===== src/sv/dfr_pkg.sv =====
// package for the six-axis packet deframer: framing codes, sizes, key masks,
// the queued packet type and the result type; no dependencies
`timescale 1ns / 1ps
`default_nettype none

package dfr_pkg;

    // framing bytes
    localparam logic [7:0] HDR_MOTION = 8'h44;
    localparam logic [7:0] HDR_KEY    = 8'h4B;
    localparam logic [7:0] END_MARK   = 8'h0D;

    // payload store and byte counter
    localparam int unsigned PAYLOAD_DEPTH = 14;
    localparam int unsigned COUNT_W       = 4;
    localparam logic [COUNT_W-1:0] COUNT_MAX   = 4'd15;
    localparam logic [COUNT_W-1:0] STORE_LIMIT = 4'd14;
    localparam logic [COUNT_W-1:0] MOTION_LEN  = 4'd14;
    localparam logic [COUNT_W-1:0] KEY_MIN_LEN = 4'd2;

    // queue between collector and decoder
    localparam int unsigned QDEPTH = 2;
    localparam int unsigned QPTR_W = 1;
    localparam int unsigned QCNT_W = 2;

    // key word masks
    localparam logic [15:0] PICK_MASK = 16'h1000;
    localparam logic [15:0] BTN_MASK [8] = '{
        16'h0001, 16'h0002, 16'h0004, 16'h0008,
        16'h0100, 16'h0200, 16'h0400, 16'h0800
    };

    // result packing widths
    localparam int unsigned RESULT_BITS = 121;
    localparam int unsigned TDATA_W     = 128;

    typedef enum logic {
        KIND_KEY    = 1'b0,
        KIND_MOTION = 1'b1
    } kind_t;

    // one complete packet handed from the front to the back
    typedef struct packed {
        kind_t                          kind;
        logic [PAYLOAD_DEPTH-1:0][7:0]  bytes;
    } packet_t;

    // one decoded result, fields in tdata order from the top down
    typedef struct packed {
        logic signed [15:0] rot_z;
        logic signed [15:0] rot_y;
        logic signed [15:0] rot_x;
        logic signed [15:0] trans_z;
        logic signed [15:0] trans_y;
        logic signed [15:0] trans_x;
        logic [15:0]        period_sixteenths;
        logic [7:0]         button_flags;
        logic               pick_pressed;
    } result_t;

    function automatic logic [7:0] key_buttons(input logic [15:0] kw);
        logic [7:0] flags;
        flags = '0;
        for (int j = 0; j < 8; j++) begin
            flags[j] = |(kw & BTN_MASK[j]);
        end
        return flags;
    endfunction

endpackage

`default_nettype wire


===== src/sv/dfr_front.sv =====
// byte collector: hunts for a header, stores payload, checks length on the
// end mark and pushes complete packets; uses dfr_pkg
`timescale 1ns / 1ps
`default_nettype none

module dfr_front
    import dfr_pkg::*;
(
    input  wire logic    aclk,
    input  wire logic    aresetn,
    input  wire logic    in_valid,
    output logic         in_ready,
    input  wire logic [7:0] in_byte,
    input  wire logic    in_error,
    output logic         push_valid,
    input  wire logic    push_ready,
    output packet_t      push_data
);

    logic                          collecting_reg, collecting_next;
    kind_t                         kind_reg, kind_next;
    logic [COUNT_W-1:0]            count_reg, count_next;
    logic [PAYLOAD_DEPTH-1:0][7:0] bytes_reg;
    logic                          accept;
    logic                          is_end;
    logic                          store_en;
    logic                          len_ok;

    assign in_ready = push_ready;
    assign accept   = in_valid && in_ready;
    assign is_end   = (in_byte == END_MARK);
    assign store_en = accept && !in_error && collecting_reg && !is_end
                      && (count_reg < STORE_LIMIT);

    always_comb begin
        if (kind_reg == KIND_MOTION) begin
            len_ok = (count_reg == MOTION_LEN);
        end else begin
            len_ok = (count_reg >= KEY_MIN_LEN);
        end
    end

    assign push_valid      = accept && !in_error && collecting_reg && is_end && len_ok;
    assign push_data.kind  = kind_reg;
    assign push_data.bytes = bytes_reg;

    always_comb begin
        collecting_next = collecting_reg;
        kind_next       = kind_reg;
        count_next      = count_reg;
        if (accept) begin
            if (in_error) begin
                collecting_next = 1'b0;
                count_next      = '0;
            end else if (!collecting_reg) begin
                if (in_byte == HDR_MOTION || in_byte == HDR_KEY) begin
                    collecting_next = 1'b1;
                    kind_next       = (in_byte == HDR_MOTION) ? KIND_MOTION : KIND_KEY;
                    count_next      = '0;
                end
            end else if (is_end) begin
                collecting_next = 1'b0;
                count_next      = '0;
            end else if (count_reg < COUNT_MAX) begin
                count_next = count_reg + 1'b1;
            end
        end
    end

    always_ff @(posedge aclk) begin
        if (!aresetn) begin
            collecting_reg <= 1'b0;
            kind_reg       <= KIND_KEY;
            count_reg      <= '0;
        end else begin
            collecting_reg <= collecting_next;
            kind_reg       <= kind_next;
            count_reg      <= count_next;
        end
    end

    always_ff @(posedge aclk) begin
        if (store_en) begin
            bytes_reg[count_reg] <= in_byte;
        end
    end

endmodule

`default_nettype wire


===== src/sv/dfr_queue.sv =====
// two-entry packet queue between collector and decoder; uses dfr_pkg
`timescale 1ns / 1ps
`default_nettype none

module dfr_queue
    import dfr_pkg::*;
(
    input  wire logic aclk,
    input  wire logic aresetn,
    input  wire logic push_valid,
    output logic      push_ready,
    input  packet_t   push_data,
    output logic      pop_valid,
    input  wire logic pop_ready,
    output packet_t   pop_data
);

    packet_t            entry_reg [QDEPTH];
    logic [QPTR_W-1:0]  wr_ptr_reg, wr_ptr_next;
    logic [QPTR_W-1:0]  rd_ptr_reg, rd_ptr_next;
    logic [QCNT_W-1:0]  count_reg, count_next;
    logic               do_push, do_pop;

    assign push_ready = (count_reg != QCNT_W'(QDEPTH));
    assign pop_valid  = (count_reg != '0);
    assign pop_data   = entry_reg[rd_ptr_reg];
    assign do_push    = push_valid && push_ready;
    assign do_pop     = pop_valid && pop_ready;

    always_comb begin
        wr_ptr_next = do_push ? wr_ptr_reg + 1'b1 : wr_ptr_reg;
        rd_ptr_next = do_pop ? rd_ptr_reg + 1'b1 : rd_ptr_reg;
        count_next  = count_reg;
        if (do_push && !do_pop) begin
            count_next = count_reg + 1'b1;
        end else if (do_pop && !do_push) begin
            count_next = count_reg - 1'b1;
        end
    end

    always_ff @(posedge aclk) begin
        if (!aresetn) begin
            wr_ptr_reg <= '0;
            rd_ptr_reg <= '0;
            count_reg  <= '0;
        end else begin
            wr_ptr_reg <= wr_ptr_next;
            rd_ptr_reg <= rd_ptr_next;
            count_reg  <= count_next;
        end
    end

    always_ff @(posedge aclk) begin
        if (do_push) begin
            entry_reg[wr_ptr_reg] <= push_data;
        end
    end

endmodule

`default_nettype wire


===== src/sv/dfr_back.sv =====
// packet decoder and output register: turns a queued packet into key or
// motion fields; uses dfr_pkg
`timescale 1ns / 1ps
`default_nettype none

module dfr_back
    import dfr_pkg::*;
(
    input  wire logic             aclk,
    input  wire logic             aresetn,
    input  wire logic             pop_valid,
    output logic                  pop_ready,
    input  packet_t               pop_data,
    output logic                  out_valid,
    input  wire logic             out_ready,
    output logic                  out_kind,
    output logic [TDATA_W-1:0]    out_data
);

    logic                  valid_reg, valid_next;
    kind_t                 kind_reg;
    result_t               result_reg;
    result_t               decoded;
    logic [15:0]           key_word;
    logic                  load;

    assign pop_ready = !valid_reg || out_ready;
    assign load      = pop_valid && pop_ready;
    assign key_word  = {pop_data.bytes[0], pop_data.bytes[1]};

    always_comb begin
        decoded = '0;
        if (pop_data.kind == KIND_MOTION) begin
            decoded.period_sixteenths = {pop_data.bytes[0],  pop_data.bytes[1]};
            decoded.trans_x           = {pop_data.bytes[2],  pop_data.bytes[3]};
            decoded.trans_y           = {pop_data.bytes[4],  pop_data.bytes[5]};
            decoded.trans_z           = {pop_data.bytes[6],  pop_data.bytes[7]};
            decoded.rot_x             = {pop_data.bytes[8],  pop_data.bytes[9]};
            decoded.rot_y             = {pop_data.bytes[10], pop_data.bytes[11]};
            decoded.rot_z             = {pop_data.bytes[12], pop_data.bytes[13]};
        end else begin
            decoded.pick_pressed = |(key_word & PICK_MASK);
            decoded.button_flags = key_buttons(key_word);
        end
    end

    always_comb begin
        valid_next = valid_reg;
        if (load) begin
            valid_next = 1'b1;
        end else if (out_ready) begin
            valid_next = 1'b0;
        end
    end

    always_ff @(posedge aclk) begin
        if (!aresetn) begin
            valid_reg <= 1'b0;
        end else begin
            valid_reg <= valid_next;
        end
    end

    always_ff @(posedge aclk) begin
        if (load) begin
            kind_reg   <= pop_data.kind;
            result_reg <= decoded;
        end
    end

    assign out_valid = valid_reg;
    assign out_kind  = kind_reg;
    assign out_data  = {{(TDATA_W - RESULT_BITS){1'b0}}, result_reg};

endmodule

`default_nettype wire


===== src/sv/six_axis_packet_deframer.sv =====
// top level of the six-axis packet deframer: collector, packet queue and
// decoder; uses dfr_pkg, dfr_front, dfr_queue and dfr_back
`timescale 1ns / 1ps
`default_nettype none

// The deframer takes one received serial byte per transfer on the slave
// stream and reports each complete packet as one transfer on the master
// stream. While hunting it ignores everything but a 'D' (motion) or 'K' (key)
// header; the bytes after a header are collected until a carriage return.
// A motion packet must carry exactly 14 payload bytes and yields a period in
// 1/16 ms units plus six signed big-endian axes; a key packet needs at least
// two payload bytes and yields the pick flag and eight button flags. Packets
// of the wrong length are dropped silently. A transfer with tuser set marks a
// link error: its byte is ignored and any partial packet is abandoned. Rate:
// one byte is taken every cycle; the only stall comes from the two-entry
// packet queue, which fills only when the master side holds off tready while
// more packets complete. From the carriage return a packet passes through the
// queue and then the output register before m_axis_tvalid rises. Unused fields
// of a result (axes of a key packet, flags of a motion packet) read as zero.
module six_axis_packet_deframer
    import dfr_pkg::*;
(
    input  wire logic         aclk,
    input  wire logic         aresetn,
    // slave stream: received bytes
    input  wire logic         s_axis_tvalid,
    output logic              s_axis_tready,
    input  wire logic [7:0]   s_axis_tdata,   // [7:0] rx_byte
    input  wire logic         s_axis_tuser,   // [0] link_error
    // master stream: decoded packets
    output logic              m_axis_tvalid,
    input  wire logic         m_axis_tready,
    output logic [127:0]      m_axis_tdata,   // [0] pick_pressed, [8:1] button_flags,
                                              // [24:9] period_sixteenths,
                                              // [40:25] trans_x, [56:41] trans_y,
                                              // [72:57] trans_z, [88:73] rot_x,
                                              // [104:89] rot_y, [120:105] rot_z,
                                              // [127:121] zero
    output logic              m_axis_tuser    // [0] packet_kind
);

    // front to queue
    logic    q_push_valid;
    logic    q_push_ready;
    packet_t q_push_data;
    // queue to back
    logic    q_pop_valid;
    logic    q_pop_ready;
    packet_t q_pop_data;

    // header hunt, payload collection, length check
    dfr_front u_front (
        .aclk       (aclk),
        .aresetn    (aresetn),
        .in_valid   (s_axis_tvalid),
        .in_ready   (s_axis_tready),
        .in_byte    (s_axis_tdata),
        .in_error   (s_axis_tuser),
        .push_valid (q_push_valid),
        .push_ready (q_push_ready),
        .push_data  (q_push_data)
    );

    // decouples collection from output back-pressure
    dfr_queue u_queue (
        .aclk       (aclk),
        .aresetn    (aresetn),
        .push_valid (q_push_valid),
        .push_ready (q_push_ready),
        .push_data  (q_push_data),
        .pop_valid  (q_pop_valid),
        .pop_ready  (q_pop_ready),
        .pop_data   (q_pop_data)
    );

    // field extraction into the output register
    dfr_back u_back (
        .aclk      (aclk),
        .aresetn   (aresetn),
        .pop_valid (q_pop_valid),
        .pop_ready (q_pop_ready),
        .pop_data  (q_pop_data),
        .out_valid (m_axis_tvalid),
        .out_ready (m_axis_tready),
        .out_kind  (m_axis_tuser),
        .out_data  (m_axis_tdata)
    );

    // a packet is only queued on an accepted, error-free end mark
    assert property (@(posedge aclk) disable iff (!aresetn)
        q_push_valid |-> (s_axis_tvalid && s_axis_tready && !s_axis_tuser
                          && s_axis_tdata == END_MARK))
        else $error("packet queued without an accepted end mark");

    // a packet leaving the queue shows up on the master side next cycle
    assert property (@(posedge aclk) disable iff (!aresetn)
        (q_pop_valid && q_pop_ready) |=> m_axis_tvalid)
        else $error("dequeued packet not presented");

    // key results carry no period or axes
    assert property (@(posedge aclk) disable iff (!aresetn)
        (m_axis_tvalid && m_axis_tuser == KIND_KEY) |-> (m_axis_tdata[127:9] == '0))
        else $error("key result with nonzero motion fields");

    // motion results carry no button flags
    assert property (@(posedge aclk) disable iff (!aresetn)
        (m_axis_tvalid && m_axis_tuser == KIND_MOTION)
            |-> (m_axis_tdata[8:0] == '0 && m_axis_tdata[127:121] == '0))
        else $error("motion result with nonzero key fields");

endmodule

`default_nettype wire


===== config.mk =====
export PLATFORM = sky130hd
export DESIGN_NAME = six_axis_packet_deframer
export DESIGN_NICKNAME = d
export VERILOG_FILES = /design/src/sv/dfr_pkg.sv /design/src/sv/dfr_front.sv /design/src/sv/dfr_queue.sv /design/src/sv/dfr_back.sv /design/src/sv/six_axis_packet_deframer.sv
export SDC_FILE = /design/constraint.sdc
export NUM_CORES = 1
export LEC_CHECK = 0
export ABC_AREA = 0
export BUFFER_PORTS_ARGS = -buffer_cell sky130_fd_sc_hd__buf_2
export CORE_AREA = 5 5 183 185
export CTS_CLUSTER_DIAMETER = 50
export DETAILED_ROUTE_END_ITERATION = 16
export DIE_AREA = 0 0 188 190
export HOLD_SLACK_MARGIN = 0.03
export PLACE_DENSITY = 0.73
export SETUP_SLACK_MARGIN = 0.05
export SLEW_MARGIN = 20
export SYNTH_ARGS = -nofsm -noshare
export SYNTH_HDL_FRONTEND = slang
export SYNTH_SLANG_ARGS = --single-unit

===== constraint.sdc =====
create_clock -name aclk -period 8.05 [get_ports aclk]
set_input_delay 1.2075 -clock aclk [delete_from_list [all_inputs] [get_ports aclk]]
set_output_delay 1.2075 -clock aclk [all_outputs]
set_load 0.05 [all_outputs]

==> reports/results.env <==
NETLIST_AREA_MM2=0.0165
FINALHOLDWORSTSLACK_PS=446
CLOCK_PATH_BUFFERS=3
WORSTPATHCELLLIST='buf_2 -> and4b_1 -> nand2_2 -> a2111oi_4 -> and2b_4 -> buf_4'
LARGEST_REGISTER_FFS=226
TRITONCTS='yes'
POST_SYNTH_EDFFS=460
MIN_DELAY_PATH_DEPTH=0
INITIAL_CORE_UTILIZATION_PCT=51.9
CP_DATA_REQUIRED_TIME_PS=8200
SETUP.WORST_PATH.END_CLASS='flip-flop'
GRT_MAX_DEGREE=83
VDD_DROP_MAX_V=0.000236
GR-USAGE-ALL-LAYERS_PCT=16.1
CTS_BUFFERS=46
CLOCK_TREE.HTREE_LEVEL_COUNT=2
TIMING.FINAL.CRIT_PERIOD_PS=4070
NNETSFINAL=1021
CHIPWIDTH_UM=188
FINAL_CLOCK_PERIOD_UTILIZATION_BY_THE_WORST_PATH_PCT=50.5
MAX_CAP_VIOLATIONS=0
R2R_SETUP_SLACK_PS=4680
WORSTHOLDPATHTYPE='flip-flop to flip-flop'
GRT_FIRST_PASS_WIRELENGTH_UM=44500
ROUTE.VIAS.TOTAL=7548
CTS_HOLD_BUFFERS=0
PLACEMENTROWS=66
MAXSLEWVIOLCOUNT=0
WORST_CLOCK_SKEW_PS=17.2
TIMING.MAX_SLEW.REL_SLACK_PCT=36.0
CTSROOTBUFFERMASTER='clkbuf_16'
DIEAREA_MM2=0.0357
POWER.LEAKAGE_uW=0.00640
WIRE_PER_INST_UM=20.0
CRIT_FAMILY='simple AND/OR/NAND/NOR gates'
DESIGN.PORTCOUNT=144
TIMING_WORST_SLEW_PIN_VALUE_PS=960
YS_FF_LATCH=472
LEADING_CELL_TYPE_IN_THE_LAYOUT_FILL_AND_TAPS_EXCLUDED='edfxtp_1'
DETAILEDPLACEMENTHPWL_UM=17300
DOMINANTREGCELLSYNTH='edfxtp_1'
POWER_DENSITY_mW_PER_MM2=359
WORSTREGTOREGCELLS=5
CTS.SINKS=472
DIE_Y_UM=190
DR.FIRST_ITER.DRC_COUNT=680
SYNTHARSTFLOPSHARE_PCT=0
FIRST_PASS_ITERS=5
FIN_SETUP_TNS_PS=0
WORST-SETUP-PATH-TYPE='primary input to flip-flop'
FINALHOLDVIOLCOUNT=0
PORT_BUFFERS=136
CRIT_BUF_INV=2
POST-ROUTE-DRC-COUNT=0
GP_CONGESTION=0.783
WORSTSETUPPATHDEPTH=6
SYN_AREA_PER_CELL_UM2=19.7
MAX_FREQ_GHz=0.246
VIAS_IN_THE_FIRST_GLOBAL_ROUTE=7714
VIA_DENSITY_PER_INSTANCE=5.22
ANTENNA_VIOLATING_NETS_POST_ROUTE=0
CPPEAKSTAGEDELAY_PS=860
CTS.REPAIR.RESIZED=0
TIMING.FINAL.SETUP_VIOLATIONS=0
SYNTH-SEQ-AREA-SHARE_PCT=84.9
ROUTED_WIRELENGTH_UM=28900
FINAL_LAYOUT_SIZE_SUFFIX_GT1_SHARE_PCT=21.2
CORE_MM2=0.0319
SLOWEST_STAGE='and2b_4'
CRITPATHMAXFANOUT=58
ANTENNADIODECOUNT=0
RUN_STATUS='finished, final reports clean'
YS_WARN_COUNT=0
GRT_SETUP_UNREPAIRED='false'
LAYOUT-AREA-OVERHEAD-VS-SYNTH_PCT=15.4
CRITICAL_PATH_ARRIVAL_PS=4220
GRT_REMAINING_OVERFLOW=0
GRT_ANTENNA_BEFORE_REPAIR=0
MOST_FREQUENT_CELLS_IN_THE_LAYOUT='edfxtp_1, buf_2, nor2_1, mux2i_1, clkbuf_16'
POST_CTS_CLOCK_SLEW_AT_THE_LAUNCH_AND_CAPTURE_REGISTERS_OF_THE_WORST_SETUP_AND_HOLD_PATHS_PS=60
CLK-INSERTION-DELAY-LATE_PS=530
TIMING.CRITICAL_PATH.FROM_TYPE='primary input'
SYNTH.LIB_CELLS_USED.DISTINCT=48
CTS_POST_SETUP_BUFFERS_INSERTED=0
POST_SYNTH_INST_COUNT=840
## cell usage after synthesis (2+ instances only)
master	count	area share [%]
nand2_2	2	0.076
a211oi_1	2	0.091
a21oi_1	4	0.12
buf_2	22	0.67
clkbuf_1	6	0.14
inv_1	6	0.14
ha_1	5	0.38
nand4_1	3	0.11
edfxtp_1	460	83
and2_1	17	0.64
a21boi_0	3	0.14
o21ai_0	4	0.12
xor2_1	2	0.11
nor4_2	3	0.23
and3_1	5	0.19
nor2b_1	2	0.076
mux2i_1	114	6.9
buf_4	7	0.32
nor4b_1	2	0.11
nand2_1	3	0.068
nand2b_1	4	0.15
dfxtp_1	12	1.5
o31a_1	2	0.11
nor2_1	125	2.8
and4b_1	2	0.12
## where the power goes
part	total (uW)	switching, uW	internal [uW]
Sequential	3150	108	3050
Clock	1990	849	1150
Combinational	1700	1350	352
## final timing paths
check / end / startpoint
min reg2reg: u_queue.entry_reg[0][77]$_DFFE_PP_ / u_front.push_data[77]$_DFFE_PP_
min: u_queue.entry_reg[0][77]$_DFFE_PP_ / u_front.push_data[77]$_DFFE_PP_
max: u_queue.entry_reg[0][3]$_DFFE_PP_ / s_axis_tdata[3]
max reg2reg: u_queue.entry_reg[0][3]$_DFFE_PP_ / u_queue.count_reg[0]$_SDFFE_PN0P_
## metal layers
| layer | vias to the layer above | routed length (um) | global-route usage [%] |
|---|---|---|---|
| li1 | 3525 | - | - |
| met1 | 3750 | 12100 | 21.5 |
| met2 | 231 | 14800 | 27.7 |
| met3 | 42 | 1480 | 2.92 |
| met4 | 0 | 522 | 4.12 |
| met5 | - | 0 | 0 |
## cell families after synthesis
family,after synthesis,synth area share [%]
compound gates,25,1.19
fa+ha+maj,5,0.378
other cells,1,0.0227
simple gates,178,5.13
xor+xnor,3,0.159
flops,472,84.9
buf+inv,42,1.28
mux,114,6.90
## per-stage QoR
stage | std cells | cell area, um2 | total power (uW) | setup slack [ps] | util [%]
after detailed placement | 1363 | 17700 | 4930 | 3420 | 55.4
after floorplan | 846 | 16600 | 4600 | 365 | -
after global routing | 1446 | 19100 | 7110 | 3800 | 59.9
after CTS | 1446 | 19100 | 6920 | 3980 | 59.9
after global placement | 1363 | 17700 | 4910 | 3490 | 55.4
final | 1446 | 19100 | 6850 | 3980 | 59.9
## final cells by class
class                   count  area (um2)
multi-input cells         332        2330
clock buffers              59        1220
well taps                 408         510
repair buffers            144         744
fillers                  2281       12800
clock inverters            24         203
inverters                   7        26.3
flip-flops and latches    472       14100
Note: power is estimated with default switching activity, not from simulation.
